**config.mk**
```make
export PLATFORM = sky130hd
export DESIGN_NAME = lli_mul
export DESIGN_NICKNAME = d
export VERILOG_FILES = /design/src/design/lli_pkg.sv /design/src/design/lli_mul.sv
export SDC_FILE = /design/constraint.sdc
export NUM_CORES = 2
export LEC_CHECK = 0
export BUFFER_PORTS_ARGS = -buffer_cell sky130_fd_sc_hd__buf_2
export CORE_MARGIN = 2
export CORE_UTILIZATION = 61
export CTS_CLUSTER_DIAMETER = 200
export CTS_CLUSTER_SIZE = 12
export DETAILED_ROUTE_END_ITERATION = 8
export PLACE_DENSITY = 0.78
export SETUP_SLACK_MARGIN = 0.02
export SLEW_MARGIN = 10
export SYNTH_ARGS = -nofsm -noshare
export SYNTH_HDL_FRONTEND = slang
export SYNTH_SLANG_ARGS = --single-unit
```
**constraint.sdc**
```tcl
create_clock -name clock -period 9.4 [get_ports clock]
set_clock_uncertainty 0.2 [all_clocks]
set_input_delay 0.94 -clock clock [delete_from_list [all_inputs] [get_ports clock]]
set_output_delay 0.94 -clock clock [all_outputs]
set_load 0.05 [all_outputs]
```
**src/design/lli_pkg.sv**
```systemverilog
// ----------------------------------------------------------------------------
// lli_pkg
// Shared constants and types for the line-line intersection unit.
// ----------------------------------------------------------------------------
package lli_pkg;

   localparam int COORD_WIDTH_DEFAULT = 32;
   localparam int EPS_WIDTH           = 32;
   localparam logic [EPS_WIDTH-1:0] EPS_RESET = 32'd4295;
   localparam int MUL_CHUNK           = 32;

   typedef struct packed {
      logic neg_x;
      logic neg_y;
      logic hi_x;
      logic hi_y;
      logic parallel;
   } lli_flags_type;

endpackage

```
**src/design/lli_mul.sv**
```systemverilog
// ----------------------------------------------------------------------------
// lli_mul
// Two-stage signed multiplier: operand a is cut into chunks, one partial
// product per chunk in the first stage, shifted sum in the second.
// ----------------------------------------------------------------------------
module lli_mul #(
   parameter int WA = 32,
   parameter int WB = 32
) (
   input  logic                    clock,
   input  logic                    en,
   input  logic signed [WA-1:0]    a,
   input  logic signed [WB-1:0]    b,
   output logic signed [WA+WB-1:0] p
);

   localparam int CW  = lli_pkg::MUL_CHUNK;
   localparam int NC  = (WA + CW - 1) / CW;
   localparam int PPW = CW + 1 + WB;
   localparam int SW  = WA + WB + CW + 1;

   logic signed [CW:0]        chunk [NC];
   logic signed [PPW-1:0]     pp_ff [NC];
   logic signed [SW-1:0]      acc;
   logic signed [WA+WB-1:0]   p_in;
   logic signed [WA+WB-1:0]   p_ff;

   for (genvar k = 0; k < NC; k++) begin : g_chunk
      if (k < NC - 1) begin : g_lo
         assign chunk[k] = $signed({1'b0, a[CW*k +: CW]});
      end else begin : g_top
         assign chunk[k] = (CW+1)'($signed(a[WA-1:CW*k]));
      end
   end

   always_ff @(posedge clock) begin
      if (en) begin
         for (int k = 0; k < NC; k++) begin
            pp_ff[k] <= chunk[k] * b;
         end
      end
   end

   always_comb begin
      acc = '0;
      for (int k = 0; k < NC; k++) begin
         acc = acc + (SW'(pp_ff[k]) <<< (CW * k));
      end
      p_in = acc[WA+WB-1:0];
   end

   always_ff @(posedge clock) begin
      if (en) begin
         p_ff <= p_in;
      end
   end

   assign p = p_ff;

endmodule

```
# Word level (Yosys, flattened, before mapping)
# Memories as Yosys holds them, arrays and structs flattened. A register that Yosys moved wholly into a read port is not among the register bits.
# Cells that the tools add are included.
# W data, S select, Z words.
# word_totals
reg_bits,0
latchBits,0
ramBits,65
rom_bits,0
input_bits,66
out_inout_bits,64
wordCells,4
mem_count,1
# memory_table
name,words,word_bits,rd,rd_clocked_by_memory_dff,wr,line,source
pp_ff,1,65,1,1,1,lli_mul.sv:23,logic signed [PPW-1:0] pp_ff [NC];
# op_classes
add_sub_neg,0
n_mul,1
div,0
magnitude_cmp,0
n_eq_ne,0
n_shift,0
muxes,2
n_bitwise,0
reduce_logical,0
# ops
cell,count
$mul A32 B32 Y64,1
$mux W1,2

# Depth between registers and ports, before layout
# logic_depth
ltp_word,2
depth_mapped,28
depth_no_buf,26

# Worst setup path after synthesis
# No wires, ideal clock.
# synth_timing
kind,input to register
from,input port a[31]
to,memory pp_ff[0][58] (netlist name) (data pin)
setup_ns,0.264
arrival_time_ns,8.136
required_ns,8.936
slack_ns,0.800
stages,28
path_buffers,2
path_cell_list,clkbuf_1 > nand2_1 > inv_1 > fa_1 > inv_1 > fa_1 > inv_1 > fa_1 > fa_1 > inv_1 > fa_1 > inv_1 > fa_1 > inv_1 > fa_1 > inv_1 > fa_1 > ha_1 > clkbuf_1 > a21oi_1 > o21ai_0 > nor3b_1 > nor2_1 > o41a_1 > a2111o_1 > a31o_1 > a21oi_1 > xnor2_1
# synth_between
elab_chain_cells,1
# synth_rtl
element,line,source
start: declaration,lli_mul.sv:12,"input logic signed [WA-1:0] a,"
$mul A32 B32 Y64,lli_mul.sv:39,pp_ff[k] <= chunk[k] * b;
end: declaration,lli_mul.sv:23,
# Every way passes these cells.

# Final worst setup path
# layout_timing
from,input port a[14]
to,memory pp_ff[0][62] (netlist name) (data pin)
# Same word-level chain as after synthesis.

==> results.json <==
{
  "ys_ff_latch": 128,
  "cts_setup_buffers": 0,
  "cts_tree": "built",
  "layout.nets": 5415,
  "rsz0062_at_grt": "false",
  "grt_overflow": 0,
  "grt_first_pass_wirelength_um": 172000,
  "cts.root.buffer_cell": "clkbuf_16",
  "fillers": 5063,
  "crit_path_end_kind": "register",
  "synth-seq-area-share_pct": 9.60,
  "num_rows": 93,
  "tightest_slew_ns": 0.947,
  "drtAntennaViolNets": 0,
  "wirelength_um": 106000,
  "syn_inst": 4006,
  "final_hold_viol_count": 0,
  "die_x_um": 260,
  "synthesis.nets": 5338,
  "antenna_found_initial": 8,
  "synth_area_per_cell_um2": 10.0,
  "crit_fanout": 25,
  "place_hpwl_um": 90100,
  "period_minus_slack_ns": 8.91,
  "synth_flop_cell": "edfxtp_1",
  "numCtsBuffers": 17,
  "r2r-end": "p[58]",
  "grt_usage_pct": 33.9,
  "via_count": 27900,
  "boundaryPins": 130,
  "async_flop_share_pct": 0,
  "core_area_um2": 64700,
  "drtIter0Drc": 2225,
  "slew_violations": 0,
  "cts_resized": 0,
  "clock_sinks": 128,
  "place_congestion": 1.02,
  "crit_path_start_kind": "input pin",
  "grt_start_max_net_pins": 74,
  "viasPerCell": 5.63,
  "htreeDepth": 4,
  "hold_buffers": 0,
  "cts.clk_slew.worst_paths_ns": 0.06,
  "die_height_um": 260,
  "r2r_start": "pp_ff[0][58]",
  "synth_warnings": 0,
  "timing.final.crit_share_pct": 94.8,
  "outcome": "completed",
  "critPathArrivalTime_ns": 8.91,
  "tns_ns": 0,
  "hold_class": "reg2reg",
  "area_delta_synth_final_pct": 6.51,
  "synth_cell_types": 63,
  "critical_path_class": "in2reg",
  "fmax_mhz": 112,
  "reg2regPathDepth": 0,
  "synth_edf_count": 128,
  "drtPass1Iterations": 7,
  "portBuffers": 129,
  "drive_gt1_share_pct": 7.57,
  "clockBufferDepth": 2,
  "crit_start": "a[14]",
  "worstPathRequired_ns": 9.40,
  "clkLatencyLatePin_ns": 0.45,
  "fp.dieArea_um2": 67700,
  "route.detailed.drc": 0,
  "rrSetupSlack_ns": 8.52,
  "setup_viol": 0,
  "grt_pass1_vias": 31000,
  "cp-endpoint": "pp_ff[0][62]",
  "wire_per_inst_um": 21.5,
  "max_cap_viol_count": 0,
  "initial_core_util_pct": 61.9,
  "max_slew_margin_pct": 36.9,
  "mappedNetlistArea_um2": 40000
}
-- cell families (layout without fill, tap and decap cells) --
logic type | Yosys count | after routing | synth area share, %
compound gates | 195 | 195 | 3.26
xor+xnor | 70 | 70 | 1.53
fa+ha+maj | 1266 | 1266 | 59.8
buf+inv | 1163 | 1253 | 10.9
flops | 128 | 128 | 9.60
mux | 1 | 1 | 0.0250
other cells | 0 | 2 | 0
simple gates | 1183 | 1183 | 14.8
-- Yosys cell counts, types with 7 or more instances --
| master | n | area share (%) |
|---|---|---|
| nor2b_1 | 8 | 0.12 |
| and2_1 | 518 | 8.1 |
| nand3_1 | 15 | 0.19 |
| inv_1 | 954 | 8.9 |
| o21a_1 | 11 | 0.21 |
| nand4_1 | 10 | 0.16 |
| nand2b_1 | 13 | 0.20 |
| xnor2_1 | 47 | 1.0 |
| fa_1 | 1082 | 54 |
| clkbuf_1 | 206 | 1.9 |
| edfxtp_1 | 128 | 9.6 |
| o21bai_1 | 10 | 0.19 |
| nor3_1 | 7 | 0.087 |
| and3_1 | 12 | 0.19 |
| a21oi_1 | 57 | 0.71 |
| nor2_1 | 68 | 0.64 |
| xor2_1 | 23 | 0.50 |
| o21ai_0 | 30 | 0.37 |
| a21o_1 | 22 | 0.41 |
| a211oi_1 | 12 | 0.22 |
| o211ai_1 | 9 | 0.17 |
| ha_1 | 184 | 5.7 |
| nand2_1 | 518 | 4.9 |
-- registers in the layout, summed over array words and instances (netlist names) --
register,flops
pp_ff,64
p,64
-- metrics by stage --
step | instances | worst slack [ns] | area (um2) | hold slack (ns) | utilization [%]
finish | 4953 | 0.490 | 42700 | 0.217 | 65.9
global route | 4952 | 0.172 | 42700 | 0.218 | 65.9
CTS | 4951 | 0.528 | 42700 | 0.219 | 65.9
detailed placement | 4919 | 0.100 | 42100 | 0.205 | 65.0
global placement | 4919 | 0.164 | 42100 | 0.202 | 65.0
floorplan | 4006 | 0.800 | 40000 | 0.200 | -
-- worst min-delay path by stage --
stage,startpoint,endpoint,slack (ns),cells past startpoint
6_report,pp_ff[0][22],p[22],0.22,0
5_1_grt,pp_ff[0][2],p[2],0.22,0
4_1_cts,pp_ff[0][20],p[20],0.22,0
3_5_place_dp,pp_ff[0][20],p[20],0.20,0
3_3_place_gp,pp_ff[0][13],p[13],0.20,0
2_1_floorplan,pp_ff[0][0],p[0],0.20,0
-- cell usage in the layout, fill, tap and decap left out, types with 57 or more instances in the layout --
master and count:
fa_1 1082, inv_1 954, nand2_1 518, and2_1 518, ha_1 184, buf_4 133
buf_2 128, edfxtp_1 128, nor2_1 68, a21oi_1 57
-- layout make-up --
cell class	count	area [um2]	area share, %
Inverter	954	3580	8.39
Tap cell	855	1070	2.51
Clock inverter	13	136	0.320
Sequential cell	128	3840	9.01
Timing Repair Buffer	267	1750	4.10
Clock buffer	19	433	1.01
Multi-Input combinational cell	2715	31800	74.6
Antenna cell	2	5.00	0.0117
-- layer usage --
| layer | GRT usage, % | vias up | wire length (um) |
|---|---|---|---|
| li1 | - | 11700 | - |
| met1 | 42.9 | 14500 | 38400 |
| met2 | 55.5 | 1313 | 52300 |
| met3 | 8.48 | 333 | 10100 |
| met4 | 15.1 | 10 | 5400 |
| met5 | 0 | - | 58 |
-- critical path, stage by stage --
cell      delay, ns
buf_2          0.50
buf_4          0.28
and2_1         0.16
fa_1           0.43
fa_1           0.43
fa_1           0.57
inv_1          0.06
fa_1           0.48
inv_1          0.06
fa_1           0.50
fa_1           0.47
fa_1           0.55
fa_1           0.42
ha_1           0.37
and2_1         0.20
nand2_1        0.06
o21ai_0        0.69
nor4_1         0.14
buf_4          0.18
a211oi_1       0.69
a2111o_1       0.23
nand2_1        0.09
o31ai_1        0.28
xor2_1         0.10
Power is not shown: default switching activity piles up to over one toggle a cycle in this logic, so the estimate is an artifact.
