<file path="config.mk">
export PLATFORM = sky130hd
export DESIGN_NAME = lli_div_cell
export DESIGN_NICKNAME = d
export VERILOG_FILES = /design/src/design/lli_pkg.sv /design/src/design/lli_div_cell.sv
export SDC_FILE = /design/constraint.sdc
export NUM_CORES = 1
export LEC_CHECK = 0
export BUFFER_PORTS_ARGS = -buffer_cell sky130_fd_sc_hd__buf_2
export CORE_AREA = 2 2 208 210
export CTS_BUF_LIST = sky130_fd_sc_hd__clkbuf_4 sky130_fd_sc_hd__clkbuf_8 sky130_fd_sc_hd__clkbuf_16
export DETAILED_ROUTE_END_ITERATION = 7
export DIE_AREA = 0 0 210 212
export PLACE_DENSITY = 0.68
export SLEW_MARGIN = 40
export SYNTH_ARGS = -nofsm -noshare
export SYNTH_HDL_FRONTEND = slang
export SYNTH_SLANG_ARGS = --single-unit
</file>
<file path="constraint.sdc">
create_clock -name clock -period 4.3 [get_ports clock]
set_input_delay 0.215 -clock clock [delete_from_list [all_inputs] [get_ports clock]]
set_output_delay 0.215 -clock clock [all_outputs]
set_load 0.02 [all_outputs]
</file>
<file path="src/design/lli_pkg.sv">
// ----------------------------------------------------------------------------
// lli_pkg
// Shared constants and types for the line-line intersection unit.
// ----------------------------------------------------------------------------
package lli_pkg;

   localparam int COORD_WIDTH_DEFAULT = 32;
   localparam int EPS_WIDTH           = 32;
   localparam logic [EPS_WIDTH-1:0] EPS_RESET = 32'd4295;
   localparam int MUL_CHUNK           = 32;

   typedef struct packed {
      logic neg_x;
      logic neg_y;
      logic hi_x;
      logic hi_y;
      logic parallel;
   } lli_flags_type;

endpackage

</file>
<file path="src/design/lli_div_cell.sv">
// ----------------------------------------------------------------------------
// lli_div_cell
// One restoring-division step for the x and y quotients: shifts one
// numerator bit into the remainder and retires one quotient bit.
// ----------------------------------------------------------------------------
module lli_div_cell #(
   parameter int DW = 67,
   parameter int QW = 32
) (
   input  logic                   clock,
   input  logic                   en,
   input  logic [DW-1:0]          src_d,
   input  logic [DW+QW-1:0]       src_rqx,
   input  logic [DW+QW-1:0]       src_rqy,
   input  lli_pkg::lli_flags_type src_flags,
   output logic [DW-1:0]          dst_d,
   output logic [DW+QW-1:0]       dst_rqx,
   output logic [DW+QW-1:0]       dst_rqy,
   output lli_pkg::lli_flags_type dst_flags
);

   logic [DW:0]           trial_x, trial_y, diff_x, diff_y;
   logic                  take_x, take_y;
   logic [DW-1:0]         d_ff;
   logic [DW+QW-1:0]      rqx_ff, rqy_ff, rqx_in, rqy_in;
   lli_pkg::lli_flags_type flags_ff;

   always_comb begin
      trial_x = {src_rqx[DW+QW-1:QW], src_rqx[QW-1]};
      trial_y = {src_rqy[DW+QW-1:QW], src_rqy[QW-1]};
      diff_x  = trial_x - {1'b0, src_d};
      diff_y  = trial_y - {1'b0, src_d};
      take_x  = trial_x >= {1'b0, src_d};
      take_y  = trial_y >= {1'b0, src_d};
      rqx_in  = {(take_x ? diff_x[DW-1:0] : trial_x[DW-1:0]), src_rqx[QW-2:0], take_x};
      rqy_in  = {(take_y ? diff_y[DW-1:0] : trial_y[DW-1:0]), src_rqy[QW-2:0], take_y};
   end

   always_ff @(posedge clock) begin
      if (en) begin
         d_ff     <= src_d;
         rqx_ff   <= rqx_in;
         rqy_ff   <= rqy_in;
         flags_ff <= src_flags;
      end
   end

   assign dst_d     = d_ff;
   assign dst_rqx   = rqx_ff;
   assign dst_rqy   = rqy_ff;
   assign dst_flags = flags_ff;

endmodule

</file>
After elaboration in Yosys (flattened, before gate mapping)
Cells that the tools add are included.
- memory bits (writable): 0
- input port bits: 272
- bits in latches: 0
- register bits after elaboration: 270
- memories kept: 0
- bits in read-only memories: 0
- logic and storage cells: 14
- output and inout port bits: 270
- divide/modulo/power cells: 0
- muxes and demuxes: 2
- order comparisons: 2
- reductions and logical operators: 0
- bitwise logic cells: 0
- add/subtract/negate cells: 2
- shift operators: 0
- multiply operators: 0
- equality and inequality tests: 0
- operator list (cell ; count):
    $ge A68 B67 Y1 ; 2
    $mux W67 ; 2
    $sub A67 B67 Y67 ; 2

Depth between registers and ports, before layout
- depth after elaboration: 2
- mapped depth: 18
- gate-level depth less buffers: 15

Worst setup path before layout
Ideal clock, no wire load.
- path type: input to register
- start: in src_rqx[31]
- end: reg rqx_ff[50], in the netlist dst_rqx[50] (data pin)
- arrival time: 3.323 ns
- stages on the path: 16
- path buffers: 2
- path slack: 0.716 ns
- required time: 4.040 ns
- path through: inv_1 ha_1 inv_1 fa_1 a21o_1 a311o_1 and3_1 or2_1 buf_2 a211o_1 o31ai_4 o41ai_2 a31oi_4 inv_2 buf_6 mux2_4
- word-level cells in the longest chain between the ends: 2
- elaborated cells on any way between the ends: 3
- those cells by class: add/sub: 1; order compare: 1; mux: 1
- ends and longest elaborated chain (what ; line ; text):
    from (decl) ; lli_div_cell.sv:13 ; input logic [DW+QW-1:0] src_rqx,
    $sub A67 B67 Y67 or $ge A68 B67 Y1 (tied branches) ; lli_div_cell.sv:31, lli_div_cell.sv:33 ;
    $mux W67 * ; lli_div_cell.sv:35 ; rqx_in = {(take_x ? diff_x[DW-1:0] : trial_x[DW-1:0]), src_rqx[QW-2:0], take_x};
    named net rqx_in[50] ; lli_div_cell.sv:25 ; logic [DW+QW-1:0] rqx_ff, rqy_ff, rqx_in, rqy_in;
    to (signal assigned) ; lli_div_cell.sv:42 ; rqx_ff <= rqx_in;
    to (decl) ; lli_div_cell.sv:25 ;
Mark *: on every way through the listed nets, which the timed path passes. The rest lies on a longest branch.
A chain may end at the register's enable or synchronous reset.

Worst setup path after layout
- start: in src_d[1]
- end: reg rqx_ff[98], in the netlist dst_rqx[98] (data pin)
- word-level cells in the longest chain between the ends: 2
- elaborated cells on any way between the ends: 3
- those cells by class: add/sub: 1; order compare: 1; mux: 1
- ends and longest elaborated chain (what ; line ; text):
    from (decl) ; lli_div_cell.sv:12 ; input logic [DW-1:0] src_d,
    $sub A67 B67 Y67 or $ge A68 B67 Y1 (tied branches) ; lli_div_cell.sv:31, lli_div_cell.sv:33 ;
    $mux W67 * ; lli_div_cell.sv:35 ;
    named net rqx_in[98] ; lli_div_cell.sv:25 ;
Marked as above.

==> impl_metrics.json <==
{
  "outcome": "completed",
  "multi_input_area_um2": 8970,
  "yosysTopAreaCellShare": 0.456,
  "grt_pass1_vias": 17000,
  "fillers": 3733,
  "slew_headroom": 0.480,
  "min_to": "dst_rqx[56]",
  "grt_usage": 0.287,
  "max_cap_viol_count": 0,
  "rows": 76,
  "antenna_found_initial": 3,
  "finalCritPeriodShare": 0.935,
  "drt-initial-drc-count": 1350,
  "setup_violations": 0,
  "cts.path.max_buffers": 3,
  "rsz0062_at_grt": "false",
  "synthTopCellsByArea": "edfxtp_1, ha_1, a21oi_1, nor2_1, nand2_1",
  "fin_ws_ps": 277,
  "max_slew.worst_pin.slew_ps": 773,
  "vias": 17300,
  "drc_errors": 0,
  "overflow": 0,
  "min_path_cells": 3,
  "clock-root-buffer": "clkbuf_16",
  "wl_per_cell_um": 21.3,
  "cts_max_level": 2,
  "yosysTopAreaCell": "edfxtp_1",
  "start_util": 0.419,
  "busiest_layer": "met2",
  "numCtsBuffers": 34,
  "io_buffers": 541,
  "whs_ps": 16.2,
  "hp-class": "in2reg",
  "path_max_fanout": 7,
  "leakagePower_nw": 10.6,
  "wl_um": 66400,
  "crit_type": "in2reg",
  "synthCells": 1844,
  "io_pins": 542,
  "place_congestion": 0.955,
  "ir_drop_mv": 0.383,
  "fin_area_um2": 24000,
  "place_ws_ps": 265,
  "met3_usage": 0.0520,
  "syn_avg_cell_area_um2": 9.65,
  "crit_path_end_kind": "flop",
  "yosys.cell_types.count": 76,
  "ys_seq_area_frac": 0.456,
  "setup_tns_ps": 0,
  "min-delay-start": "src_rqx[55]",
  "die_area_um2": 44500,
  "met1_usage": 0.365,
  "cts_tree": "yes",
  "regArea_um2": 8110,
  "synthArstFlopShare": 0,
  "fp.dieH_um": 212,
  "area.growth.synth_to_final_pct": 34.9,
  "fin_nets": 2959,
  "fmax_mhz": 249,
  "ctsResizeCount": 0,
  "final_core_util": 0.565,
  "grt_max_degree": 108,
  "final_common_cell": "buf_2",
  "synth_edf_count": 270,
  "die_width_um": 210,
  "grt.met2_usage": 0.494,
  "slew_viol_final": 0,
  "hold_violations": 0,
  "p_per_area_nw_per_um2": 375,
  "via_per_inst": 5.54,
  "layout_min_cycle_time_ps": 4020,
  "arrival_ps": 4320,
  "drive_gt1_frac": 0.255,
  "syn_area_um2": 17800,
  "clkSinkCount": 270,
  "dpl-instance-area_um2": 21300,
  "crit_required_ps": 4590,
  "grt_pass1_wl_um": 97800,
  "synth-main-ff-cell": "edfxtp_1",
  "syn-num-nets": 2252,
  "core_area_um2": 42500,
  "crit_path_start_kind": "input port",
  "ys_ff_latch": 270,
  "dr.pass1.iters": 5,
  "dp_hpwl_um": 51500,
  "yosysWarnings": 0,
  "cts.reportedPaths.clkPinSlew_ps": 70,
  "mostFrequentLayoutCells": "buf_2, edfxtp_1, a21oi_1, nor2_1, dlygate4sd3_1",
  "drtAntennaViolNets": 0
}
[flip-flops by register name (all words and copies together) (netlist names)]
register	flops
dst_rqx	99
dst_rqy	99
dst_d	67
dst_flags	5
[layout make-up]
cell class                      instances  area share
Multi-Input combinational cell       1390       0.374
Sequential cell                       270       0.338
Timing Repair Buffer                  748       0.200
Clock buffer                           41      0.0376
Tap cell                              546      0.0285
Inverter                              107      0.0168
Clock inverter                         16     0.00552
Antenna cell                            2    0.000208
[cell families after synthesis]
| group | Yosys count | share of synthesized area |
|---|---|---|
| multiplexers | 9 | 0.00654 |
| AND/OR/NAND/NOR | 529 | 0.135 |
| AO/OA/AOI/OAI | 594 | 0.206 |
| buffers and inverters | 184 | 0.0404 |
| XOR/XNOR | 122 | 0.0600 |
| adder cells (fa/ha/maj) | 136 | 0.0965 |
| flip-flops | 270 | 0.456 |
[worst max-delay path, stage by stage]
cell and delay, ps:
dlygate4sd3_1 550, buf_2 140, inv_1 120, fa_1 470, a21o_1 210, a311o_1 350
and3_1 180, or2_1 350, a2111oi_0 500, a21oi_1 240, o41ai_2 360, o21ai_0 200
xor2_1 170, mux2_4 260
[metal layers]
metal  wire length, um  share of wire
met1             27700           0.42
met5                 0              0
met3              4440          0.067
met4              2080          0.031
met2             32200           0.48
[cells in the mapped netlist, drive strengths merged, types with 46 or more instances]
master and count:
nor2 199, ha 134, a21oi 262, xnor2 61
xor2 61, inv 107, a21o 68, nand2 149
clkbuf 70, nand4 46, edfxtp 270, o21ai 108
[power breakdown]
group          switching, mW  internal (mW)
logic                   1.77           1.07
clock network           1.18           1.57
registers              0.113           3.31
total                   3.06           5.95
[worst max path at each step]
stage / from / to / slack, ps / cells after the start
6_report: src_d[1] / dst_rqx[98] / 280 / 14
5_1_grt: src_d[1] / dst_rqx[98] / 6 / 14
4_1_cts: src_d[0] / dst_rqx[50] / 290 / 16
3_5_place_dp: src_rqx[31] / dst_rqx[50] / 270 / 16
3_3_place_gp: src_d[4] / dst_rqx[83] / 330 / 14
2_1_floorplan: src_rqx[31] / dst_rqx[50] / 720 / 16
[metrics by stage]
step           std cells  total power [mW]
6_report            3120              9.01
5_1_grt             3120              9.40
4_1_cts             3117              9.02
3_5_place_dp        2891              6.14
3_3_place_gp        2891              6.12
2_1_floorplan       1844              5.12
[what timing repair did]
action	CTS	global route
buffers inserted	0	0
endpoints found under the hold margin	169	0
hold buffers	169	0
No activity file was read; power rests on OpenSTA's default activity.
